File: config.mk
export PLATFORM = sky130hd
export DESIGN_NAME = cigar_span_calculator
export DESIGN_NICKNAME = d
export VERILOG_FILES = /design/src/hw/rtl/cspan_pkg.sv /design/src/hw/rtl/cigar_span_calculator.sv /design/src/hw/rtl/cspan_accum.sv /design/src/hw/rtl/cspan_finish.sv
export VERILOG_INCLUDE_DIRS = /design/src /design/src/hw/rtl
export SDC_FILE = /design/constraint.sdc
export NUM_CORES = 1
export LEC_CHECK = 0
export BUFFER_PORTS_ARGS = -buffer_cell sky130_fd_sc_hd__buf_2
export CAP_MARGIN = 40
export CORE_MARGIN = 1
export CORE_UTILIZATION = 28
export DETAILED_ROUTE_END_ITERATION = 8
export GPL_ROUTABILITY_DRIVEN = 0
export SETUP_SLACK_MARGIN = 0.3
export SYNTH_ARGS = -nofsm -noshare
export SYNTH_HDL_FRONTEND = slang
export SYNTH_SLANG_ARGS = --single-unit
File: constraint.sdc
create_clock -name clk -period 11.1 [get_ports clk]
set_input_delay 0 -clock clk [delete_from_list [all_inputs] [get_ports clk]]
set_output_delay 0 -clock clk [all_outputs]
set_load 0.02 [all_outputs]
File: src/hw/rtl/cigar_span_calculator_assert.svh
// Assertion macros for the CIGAR span calculator.
// Needs clk and rst_n in the scope where the macros are used.
`ifndef CIGAR_SPAN_CALCULATOR_ASSERT_SVH
`define CIGAR_SPAN_CALCULATOR_ASSERT_SVH

// Same-cycle implication, disabled while in reset.
`define CSPAN_ASSERT_NOW(label, ante, cons, msg) \
  label: assert property (@(posedge clk) disable iff (!rst_n) (ante) |-> (cons)) \
    else $error(msg);

// Next-cycle implication, disabled while in reset.
`define CSPAN_ASSERT_NEXT(label, ante, cons, msg) \
  label: assert property (@(posedge clk) disable iff (!rst_n) (ante) |=> (cons)) \
    else $error(msg);

`endif

File: src/hw/rtl/cspan_pkg.sv
// Shared types, op codes and field widths for the CIGAR span calculator.
// No dependencies.
`timescale 1ns / 1ps
`default_nettype none

package cspan_pkg;

  localparam int START_BITS     = 32;
  localparam int OP_BITS        = 4;
  localparam int FIELD_LEN_BITS = 28;
  localparam int RESULT_BITS    = 32;

  localparam int DEF_POSITION_BITS = 32;
  localparam int DEF_LENGTH_BITS   = 28;

  // BAM CIGAR op codes
  localparam logic [OP_BITS-1:0] OP_M  = 4'd0;
  localparam logic [OP_BITS-1:0] OP_I  = 4'd1;
  localparam logic [OP_BITS-1:0] OP_D  = 4'd2;
  localparam logic [OP_BITS-1:0] OP_N  = 4'd3;
  localparam logic [OP_BITS-1:0] OP_S  = 4'd4;
  localparam logic [OP_BITS-1:0] OP_H  = 4'd5;
  localparam logic [OP_BITS-1:0] OP_P  = 4'd6;
  localparam logic [OP_BITS-1:0] OP_EQ = 4'd7;
  localparam logic [OP_BITS-1:0] OP_X  = 4'd8;

  typedef struct packed {
    logic [START_BITS-1:0]     start_position;
    logic [OP_BITS-1:0]        op_code;
    logic [FIELD_LEN_BITS-1:0] op_length;
    logic                      first_element;
    logic                      last_element;
  } cspan_in_t;

  typedef struct packed {
    logic [RESULT_BITS-1:0] ref_stop;
    logic [RESULT_BITS-1:0] unclipped_begin;
    logic [RESULT_BITS-1:0] unclipped_end;
  } cspan_out_t;

  // Ops that advance along the reference.
  function automatic logic op_is_ref(input logic [OP_BITS-1:0] op);
    return op inside {OP_M, OP_D, OP_N, OP_EQ, OP_X};
  endfunction

  // Soft and hard clips.
  function automatic logic op_is_clip(input logic [OP_BITS-1:0] op);
    return op inside {OP_S, OP_H};
  endfunction

endpackage

`default_nettype wire

File: src/hw/rtl/cigar_span_calculator.sv
// Top level of the CIGAR span calculator: accumulator stage plus result stage.
// Depends on cspan_pkg, cspan_accum, cspan_finish and the assertion macro header.
`timescale 1ns / 1ps
`default_nettype none
`include "cigar_span_calculator_assert.svh"

// CIGAR span calculator. Takes one CIGAR element per request on the in_
// channel; first_element opens a record and latches start_position,
// last_element closes it and yields one out_ request carrying the alignment
// stop, unclipped begin and unclipped end. Elements that are not last give
// no result. Throughput is one element per clock while in_stall is low. The
// accumulator stage (running sums per element) fills the snapshot register
// when a last element is accepted, and the result stage (final adds) then
// loads the output register. A finished record waits in the snapshot, so the
// input keeps flowing while the output register holds a stalled result; in_stall
// rises only when both of those are full and out_stall is high. Positions
// wrap at POSITION_BITS; element lengths are masked to LENGTH_BITS. Clips
// that sit between non-clip ops count toward neither unclipped value; a
// record made only of clips counts every clip as both leading and trailing.
module cigar_span_calculator #(
  parameter int POSITION_BITS = cspan_pkg::DEF_POSITION_BITS,
  parameter int LENGTH_BITS   = cspan_pkg::DEF_LENGTH_BITS
) (
  input  logic                  clk,
  input  logic                  rst_n,
  input  logic                  in_valid,
  output logic                  in_stall,
  input  cspan_pkg::cspan_in_t  in_data,
  output logic                  out_valid,
  input  logic                  out_stall,
  output cspan_pkg::cspan_out_t out_data
);
  import cspan_pkg::*;

  logic                     in_accept;
  logic                     snap_valid, snap_take, snap_saw;
  logic [POSITION_BITS-1:0] snap_start, snap_ref, snap_lead, snap_trail;

  // Stall only when the snapshot is full and cannot move on this cycle.
  assign in_stall  = snap_valid && !snap_take;
  assign in_accept = in_valid && !in_stall;

  cspan_accum #(
    .POSITION_BITS (POSITION_BITS),
    .LENGTH_BITS   (LENGTH_BITS)
  ) u_accum (
    .clk         (clk),
    .rst_n       (rst_n),
    .item_accept (in_accept),
    .item        (in_data),
    .snap_take   (snap_take),
    .snap_valid  (snap_valid),
    .snap_start  (snap_start),
    .snap_ref    (snap_ref),
    .snap_lead   (snap_lead),
    .snap_trail  (snap_trail),
    .snap_saw    (snap_saw)
  );

  cspan_finish #(
    .POSITION_BITS (POSITION_BITS)
  ) u_finish (
    .clk        (clk),
    .rst_n      (rst_n),
    .snap_valid (snap_valid),
    .snap_start (snap_start),
    .snap_ref   (snap_ref),
    .snap_lead  (snap_lead),
    .snap_trail (snap_trail),
    .snap_saw   (snap_saw),
    .snap_take  (snap_take),
    .out_valid  (out_valid),
    .out_stall  (out_stall),
    .out_data   (out_data)
  );

  // A closed record always lands in the snapshot register.
  `CSPAN_ASSERT_NEXT(a_last_fills_snap, in_accept && in_data.last_element, snap_valid,
    "accepted last element did not fill the snapshot")

  // A snapshot that is not taken must not be dropped.
  `CSPAN_ASSERT_NEXT(a_snap_held, snap_valid && !snap_take, snap_valid,
    "pending snapshot lost while output was stalled")

  // With nothing behind it, a delivered result must not appear again.
  `CSPAN_ASSERT_NEXT(a_no_repeat, out_valid && !out_stall && !snap_valid, !out_valid,
    "result repeated after delivery")

endmodule

`default_nettype wire

File: src/hw/rtl/cspan_accum.sv
// Per-record accumulators and the end-of-record snapshot register.
// Depends on cspan_pkg.
`timescale 1ns / 1ps
`default_nettype none

module cspan_accum #(
  parameter int POSITION_BITS = cspan_pkg::DEF_POSITION_BITS,
  parameter int LENGTH_BITS   = cspan_pkg::DEF_LENGTH_BITS
) (
  input  logic                     clk,
  input  logic                     rst_n,
  input  logic                     item_accept,
  input  cspan_pkg::cspan_in_t     item,
  input  logic                     snap_take,
  output logic                     snap_valid,
  output logic [POSITION_BITS-1:0] snap_start,
  output logic [POSITION_BITS-1:0] snap_ref,
  output logic [POSITION_BITS-1:0] snap_lead,
  output logic [POSITION_BITS-1:0] snap_trail,
  output logic                     snap_saw
);
  import cspan_pkg::*;

  localparam int LEN_KEEP = (LENGTH_BITS < FIELD_LEN_BITS) ? LENGTH_BITS : FIELD_LEN_BITS;
  localparam logic [FIELD_LEN_BITS-1:0] LEN_MASK =
    {FIELD_LEN_BITS{1'b1}} >> (FIELD_LEN_BITS - LEN_KEEP);

  logic [POSITION_BITS-1:0] rec_start_r, ref_sum_r, lead_sum_r, trail_run_r;
  logic                     in_lead_r, saw_ref_r;
  logic [POSITION_BITS-1:0] rec_start_nxt, ref_sum_nxt, lead_sum_nxt, trail_run_nxt;
  logic                     in_lead_nxt, saw_ref_nxt;

  logic                     snap_valid_r, snap_valid_nxt;
  logic [POSITION_BITS-1:0] snap_start_r, snap_ref_r, snap_lead_r, snap_trail_r;
  logic                     snap_saw_r;

  logic [POSITION_BITS-1:0] len_pos;
  logic [POSITION_BITS-1:0] base_ref, base_lead, base_trail;
  logic                     base_in_lead, base_saw;
  logic                     is_clip, is_ref;

  assign len_pos = POSITION_BITS'(item.op_length & LEN_MASK);
  assign is_clip = op_is_clip(item.op_code);
  assign is_ref  = op_is_ref(item.op_code);

  // A first element starts from cleared accumulators.
  always_comb begin
    rec_start_nxt = item.first_element ? POSITION_BITS'(item.start_position) : rec_start_r;
    base_ref      = item.first_element ? '0   : ref_sum_r;
    base_lead     = item.first_element ? '0   : lead_sum_r;
    base_trail    = item.first_element ? '0   : trail_run_r;
    base_in_lead  = item.first_element ? 1'b1 : in_lead_r;
    base_saw      = item.first_element ? 1'b0 : saw_ref_r;

    if (is_clip) begin
      lead_sum_nxt  = base_in_lead ? base_lead + len_pos : base_lead;
      trail_run_nxt = base_trail + len_pos;
      in_lead_nxt   = base_in_lead;
    end else begin
      lead_sum_nxt  = base_lead;
      trail_run_nxt = '0;
      in_lead_nxt   = 1'b0;
    end

    if (is_ref) begin
      ref_sum_nxt = base_ref + len_pos;
      saw_ref_nxt = 1'b1;
    end else begin
      ref_sum_nxt = base_ref;
      saw_ref_nxt = base_saw;
    end

    if (item_accept && item.last_element) begin
      snap_valid_nxt = 1'b1;
    end else if (snap_take) begin
      snap_valid_nxt = 1'b0;
    end else begin
      snap_valid_nxt = snap_valid_r;
    end
  end

  always_ff @(posedge clk) begin
    if (!rst_n) begin
      rec_start_r  <= '0;
      ref_sum_r    <= '0;
      lead_sum_r   <= '0;
      trail_run_r  <= '0;
      in_lead_r    <= 1'b1;
      saw_ref_r    <= 1'b0;
      snap_valid_r <= 1'b0;
    end else begin
      snap_valid_r <= snap_valid_nxt;
      if (item_accept) begin
        rec_start_r <= rec_start_nxt;
        if (item.last_element) begin
          // record done: clear for the next one, start is kept
          ref_sum_r   <= '0;
          lead_sum_r  <= '0;
          trail_run_r <= '0;
          in_lead_r   <= 1'b1;
          saw_ref_r   <= 1'b0;
        end else begin
          ref_sum_r   <= ref_sum_nxt;
          lead_sum_r  <= lead_sum_nxt;
          trail_run_r <= trail_run_nxt;
          in_lead_r   <= in_lead_nxt;
          saw_ref_r   <= saw_ref_nxt;
        end
      end
    end
  end

  always_ff @(posedge clk) begin
    if (item_accept && item.last_element) begin
      snap_start_r <= rec_start_nxt;
      snap_ref_r   <= ref_sum_nxt;
      snap_lead_r  <= lead_sum_nxt;
      snap_trail_r <= trail_run_nxt;
      snap_saw_r   <= saw_ref_nxt;
    end
  end

  assign snap_valid = snap_valid_r;
  assign snap_start = snap_start_r;
  assign snap_ref   = snap_ref_r;
  assign snap_lead  = snap_lead_r;
  assign snap_trail = snap_trail_r;
  assign snap_saw   = snap_saw_r;

endmodule

`default_nettype wire

File: src/hw/rtl/cspan_finish.sv
// Final position arithmetic and the result register with its handshake.
// Depends on cspan_pkg.
`timescale 1ns / 1ps
`default_nettype none

module cspan_finish #(
  parameter int POSITION_BITS = cspan_pkg::DEF_POSITION_BITS
) (
  input  logic                     clk,
  input  logic                     rst_n,
  input  logic                     snap_valid,
  input  logic [POSITION_BITS-1:0] snap_start,
  input  logic [POSITION_BITS-1:0] snap_ref,
  input  logic [POSITION_BITS-1:0] snap_lead,
  input  logic [POSITION_BITS-1:0] snap_trail,
  input  logic                     snap_saw,
  output logic                     snap_take,
  output logic                     out_valid,
  input  logic                     out_stall,
  output cspan_pkg::cspan_out_t    out_data
);
  import cspan_pkg::*;

  logic                     out_valid_r, out_valid_nxt;
  cspan_out_t               out_data_r, out_data_nxt;
  logic [POSITION_BITS-1:0] dec;
  logic [POSITION_BITS-1:0] stop, ubegin, uend;

  // all ones subtracts one when a reference op was seen
  assign dec    = {POSITION_BITS{snap_saw}};
  assign stop   = snap_start + snap_ref + dec;
  assign uend   = snap_start + snap_ref + snap_trail + dec;
  assign ubegin = snap_start - snap_lead;

  assign snap_take = !out_valid_r || !out_stall;

  always_comb begin
    out_valid_nxt = snap_take ? snap_valid : out_valid_r;
    out_data_nxt.ref_stop        = RESULT_BITS'(stop);
    out_data_nxt.unclipped_begin = RESULT_BITS'(ubegin);
    out_data_nxt.unclipped_end   = RESULT_BITS'(uend);
  end

  always_ff @(posedge clk) begin
    if (!rst_n) begin
      out_valid_r <= 1'b0;
    end else begin
      out_valid_r <= out_valid_nxt;
    end
  end

  always_ff @(posedge clk) begin
    if (snap_take && snap_valid) begin
      out_data_r <= out_data_nxt;
    end
  end

  assign out_valid = out_valid_r;
  assign out_data  = out_data_r;

endmodule

`default_nettype wire

After elaboration in Yosys (flattened, before gate mapping)
Index checks and enable logic that the tools add are counted.
{"block": "totals", "regBits": 357, "input_bits": 70, "output_inout_bits": 98, "elab_cells": 62}
{"block": "classes", "addsub": 8, "eq_ne": 6, "muxes": 19, "reduce_logical": 13}
{"cell": "2-to-1 mux 32 bit", "n": 11}
{"cell": "adder 32 bit", "n": 4}
{"cell": "adder 32 x 28 -> 32 bit", "n": 3}
{"cell": "subtractor 32 bit", "n": 1}
{"cell": "== test 4 x 3 -> 1 bit, second input constant", "n": 3}
{"cell": "== test 4 x 2 -> 1 bit, second input constant", "n": 2}
{"cell": "2-to-1 mux 1 bit", "n": 8}
{"cell": "nonzero test 5 bit", "n": 1}
{"cell": "== test 4 bit, second input constant", "n": 1}
{"cell": "logical AND 1 bit", "n": 4}
{"cell": "zero test 1 bit", "n": 4}
{"cell": "zero test 4 bit", "n": 1}
{"cell": "nonzero test 2 bit", "n": 2}
{"cell": "logical OR 1 bit", "n": 1}

Longest topological paths before layout
{"block": "logic_depth", "ltp_word": 8, "depth_mapped": 23, "depth_no_buf": 23}

Modules after synthesis
Synthesis repeated with hierarchy kept, for this count alone.
{"block": "hier_totals", "hier_cells": 2638, "hier_area_um2": 24996.5}
{"module": "cspan_accum", "n_inst": 1, "cells_each": 1618, "area_per_inst_um2": 15157.0, "seq_area_each_um2": 6496.2}
{"module": "cspan_finish", "n_inst": 1, "cells_each": 1018, "area_per_inst_um2": 9816.9, "seq_area_each_um2": 2902.8}
{"module": "cigar_span_calculator", "n_inst": 1, "cells_each": 2, "area_per_inst_um2": 22.5, "seq_area_each_um2": 0.0}

Least setup slack after synthesis
OpenSTA, ideal clock, no wires.
{"block": "synth_path", "kind": "register to register", "start": "register u_finish.out_valid_r, in the netlist u_finish.out_valid", "end": "register u_finish.out_data_r, in the netlist u_finish.out_data[0] (enable)", "setup_time_ns": 0.696, "arrival_ns": 7.293, "slack_ns": 3.111, "path_stages_with_launch": 2, "synth_period_minus_slack_ns": 7.989, "cell_sequence": "dfxtp_1 > a21boi_0"}
{"block": "synth_between", "elab_chain_len": 3}
{"element": "start: declaration", "line": "cspan_finish.sv:24", "rtl": "logic out_valid_r, out_valid_nxt;"}
{"element": "start signal: assignment", "line": "cspan_finish.sv:48", "rtl": "out_valid_r <= out_valid_nxt;"}
{"element": "zero test 1 bit", "line": "cspan_finish.sv:35", "rtl": "assign snap_take = !out_valid_r || !out_stall;"}
{"element": "logical OR 1 bit", "line": "cspan_finish.sv:35"}
{"element": "logical AND 1 bit", "line": "cspan_finish.sv:53", "rtl": "if (snap_take && snap_valid) begin"}
{"element": "end signal: assignment", "line": "cspan_finish.sv:54", "rtl": "out_data_r <= out_data_nxt;"}
{"element": "end: declaration", "line": "cspan_finish.sv:25", "rtl": "cspan_out_t out_data_r, out_data_nxt;"}
No other way between the ends.
A chain may end at the register's enable or synchronous reset.

Worst setup path after layout
{"block": "layout_path", "start": "register u_accum.snap_start_r[0], in the netlist u_accum.snap_start[0]", "end": "register u_finish.out_data_r, in the netlist u_finish.out_data[30], data pin"}
{"block": "layout_between", "elab_chain_len": 3}
{"element": "start: declaration", "line": "cspan_accum.sv:34", "rtl": "logic [POSITION_BITS-1:0] snap_start_r, snap_ref_r, snap_lead_r, snap_trail_r;"}
{"element": "start signal: assignment", "line": "cspan_accum.sv:115", "rtl": "snap_start_r <= rec_start_nxt;"}
{"element": "adder 32 bit (3 in a row)", "line": "cspan_finish.sv:32", "rtl": "assign uend = snap_start + snap_ref + snap_trail + dec;"}
{"element": "named net u_finish.uend[30]", "line": "cspan_finish.sv:27", "rtl": "logic [POSITION_BITS-1:0] stop, ubegin, uend;"}
The timed path passes the listed nets, and every way through them passes these cells.

==> results.md <==
* HPWL Detailed at 52150 um
* CTS Sinks at 357
* Core area at 84090 um2
* I/O pin total at 168
* Post-synthesis net count at 2742
* CTS tree: yes
* Actual slew at the worst max-slew pin at 0.8745 ns
* Startpoint Class: flop
* Die area at 86640 um2
* Post-Syn Instances at 2427
* Clock Tree Buf Depth at 3
* Clock Skews at 0.02849 ns
* Worst IR Drop VDD at 0.09905 mV
* Max-cap viol count at 0
* Min-delay worst type: input pin to flop
* Root buffer cell: clkbuf_16
* Final min period at 6.048 ns
* Slew HR at 41.70%
* Ys Warns at 0
* Ys flop type: edfxtp_1
* Part of the cycle the worst path needs at 54.48%
* Seq/Total Area, Yosys at 39.28%
* Final Hold Viols at 0
* CTS buffer count at 40
* Post-synthesis cell type count at 78
* Status: finished, final reports clean
* Port-buffer cells at 167
* Die Height at 294.3 um
* Hold path depth at 4
* Wire length per cell at 17.67 um
* First-pass GRT wire length at 102200 um
* CTS clk-pin slew, worst paths at 0.06 ns
* Critical path peak fanout at 5
* Asr flop ratio synth at 0%
* Max-slew violations at 0
* Antenna violations before repair at 10
* GRT overflow at 0
* R2r startpoint: u_accum.snap_start[0]$_DFFE_PP_
* Total iterations of the first detailed-routing run at 5
* # setup viols final at 0
* Setup crit end kind: flop
* Cell Area, Placed at 26240 um2
* Final Cell Area at 27970 um2
* Reg2reg end: u_finish.out_data[30]$_DFFE_PP_
* Num rows at 106
* Endpoint of the worst hold-timing path: u_accum.trail_run_r[24]$_SDFFE_PN0P_
* Vias per cell at 4.920
* Pwr Density at 145.4 nW/um2
* RSZ-0062 raised after global routing: false
* Post-cts hold buffer count at 38
* DRT Wirelength at 67170 um
* Max Clk Rate at 0.1654 GHz
* Syn-to-layout area delta at 16.90%
* Mean Syn Cell Area at 9.860 um2
* Multi-input combinational cell area at 13860 um2
* H-tree depth at 2
* WP data required at 11.41 ns
* Design Power at 4.067 mW
* Post-CTS setup repair buffer count at 0
* Post-synth EDFFs at 225
* Post-Synthesis Cell Area at 23930 um2
* GRT Util Overall at 15.19%
* Antenna Nets Post-Route at 0
* Critical path class: flop to flop
* # nets final at 2952
* Synth Register Bits at 357
* Die width at 294.3 um
* Layout cells sized above 1 at 12.74%
* Sequential cell area at 9399 um2
* # fillers at 8615
* Residual DRC at 0
* Final TNS setup at 0 ns
* # diodes at 0
* Initial core utilization at 28.46%
* R2R Setup Slk at 5.05 ns
* Largest net degree at the start of global routing at 66
* Leak pwr at 11.62 nW
* Clk_lat worst skew at 0.58 ns
* Initial DRC count at 1264
* CP arrival at 6.36 ns
* Reg2Reg Depth at 22
* DR vias at 18710
* Vias in the first global route at 18050
* Hold Path Origin: in_data[26]
* CTS resizes at 0
[worst max-delay path by stage]
stage,start,end,slack (ns),depth (start not counted)
floorplan,u_finish.out_valid$_SDFFE_PN0N_,u_finish.out_data[0]$_DFFE_PP_,3.11,1
global placement,u_accum.snap_start[0]$_DFFE_PP_,u_finish.out_data[31]$_DFFE_PP_,5.10,20
detailed placement,u_accum.snap_start[0]$_DFFE_PP_,u_finish.out_data[31]$_DFFE_PP_,5.00,20
CTS,u_accum.snap_start[0]$_DFFE_PP_,u_finish.out_data[31]$_DFFE_PP_,4.99,20
global route,u_accum.snap_start[0]$_DFFE_PP_,u_finish.out_data[30]$_DFFE_PP_,4.53,22
finish,u_accum.snap_start[0]$_DFFE_PP_,u_finish.out_data[30]$_DFFE_PP_,5.05,22
[worst max-delay path, cell delays in order, from the launching register on]
cell and delay [ns]:
edfxtp_1 0.39, ha_1 0.24, fa_1 0.40, a21oi_1 0.18
o21ai_0 0.13, a21oi_1 0.31, o21ai_0 0.16, a221oi_1 0.58
a21oi_1 0.26, a21o_1 0.24, a21o_1 0.18, a21oi_1 0.17
xnor2_1 0.18, fa_1 0.46, ha_1 0.35, and4_1 0.22
a221o_1 0.39, a22o_1 0.27, nor3_1 0.13, o21ai_0 0.15
a21o_1 0.18, a21oi_1 0.17, xnor2_1 0.08
[routing by layer]
| layer | track usage, % | routed length (um) | vias to the layer above | share of wire [%] |
|---|---|---|---|---|
| met4 | 3.951 | 1587 | 18 | 2.4 |
| met1 | 20.34 | 31190 | 8862 | 46 |
| met5 | 0 | 99 | - | 0.15 |
| met3 | 2.534 | 3612 | 103 | 5.4 |
| met2 | 25.20 | 30680 | 426 | 46 |
| li1 | - | - | 9298 | - |
[cells by family after synthesis]
group	share of synthesized area, %
flops	39.28
simple gates	13.29
xor+xnor	7.095
compound gates	20.84
mux	2.567
buf+inv	2.933
fa+ha+maj	14.00
[registers in the layout (all words and copies together), names as in the netlist]
| signal | count |
|---|---|
| u_finish.out_data | 96 |
| u_accum.lead_sum_r | 32 |
| u_accum.rec_start_r | 32 |
| u_accum.ref_sum_r | 32 |
| u_accum.snap_lead | 32 |
| u_accum.snap_ref | 32 |
| u_accum.snap_start | 32 |
| u_accum.snap_trail | 32 |
| u_accum.trail_run_r | 32 |
| u_accum.in_lead_r | 1 |
| u_accum.saw_ref_r | 1 |
| u_accum.snap_saw | 1 |
| u_accum.snap_valid | 1 |
| u_finish.out_valid | 1 |
[cells in the mapped netlist, drive strengths merged (6+ instances only)]
library cell	count	area share, %
nor2	146	2.3
clkbuf	61	0.96
nand4	15	0.39
and2	15	0.39
dfxtp	132	11
xor2	61	2.2
mux2	51	2.4
fa	38	3.2
nor3	25	0.52
o31a	6	0.22
a22o	47	1.7
buf	7	0.11
a211oi	26	0.82
nand2	191	3.0
edfxtp	225	28
a21boi	44	1.4
a21o	122	3.8
ha	207	11
a21oi	174	3.7
nor4	7	0.18
nand2b	17	0.44
and3	28	0.73
nand3	37	0.77
o21a	34	1.1
a22oi	33	1.0
inv	119	1.9
nor2b	139	3.7
o31ai	16	0.60
nor3b	6	0.19
a31oi	22	0.60
o21bai	27	0.85
o21ai	126	2.7
o211ai	7	0.22
xnor2	132	4.9
[metrics by stage]
stage	hold slack, ns	instances	util, %	setup slack, ns
after floorplan	0.1647	2427	-	3.111
after global placement	0.3213	3684	31.09	5.095
after detailed placement	0.3343	3691	31.21	5.000
after CTS	0.03430	3802	33.27	4.989
after global routing	0.08966	3802	33.27	4.532
final	0.06914	3802	33.27	5.052
[layout by cell type, fill, tap and decap left out, types with 13 or more instances in the layout]
cell type / n
and3_1: 27
and2_1: 15
a22o_1: 47
nand4_1: 15
inv_1: 119
o31ai_1: 13
o21a_1: 34
ha_1: 207
nor2b_1: 138
xor2_1: 61
a21boi_0: 40
nor3_1: 24
buf_4: 28
nand2b_1: 17
nand3_1: 37
nand2_1: 190
dfxtp_1: 132
a31oi_1: 21
a21o_1: 122
nor2_1: 145
a211oi_1: 26
a22oi_1: 33
edfxtp_1: 225
o21bai_1: 27
xnor2_1: 131
fa_1: 38
buf_2: 166
a21oi_1: 172
mux2_2: 51
dlygate4sd3_1: 38
clkbuf_16: 41
o21ai_0: 112
[power breakdown]
group / total, mW / internal, mW / leakage (nW) / switching [mW]
combinational: 1.13 / 0.457 / 7.76 / 0.669
clock: 1.38 / 0.812 / 0.669 / 0.568
sequential: 1.56 / 1.53 / 3.19 / 0.0286
[area by class of cell]
| type | count | share of cell area, % |
|---|---|---|
| Clock buffer | 58 | 4.218 |
| Clock inverter | 15 | 0.6128 |
| Inverter | 119 | 1.597 |
| Multi-Input combinational cell | 1883 | 49.56 |
| Sequential cell | 357 | 33.60 |
| Tap cell | 1134 | 5.072 |
| Timing Repair Buffer | 236 | 5.345 |
No activity file was read; power rests on OpenSTA's default activity.
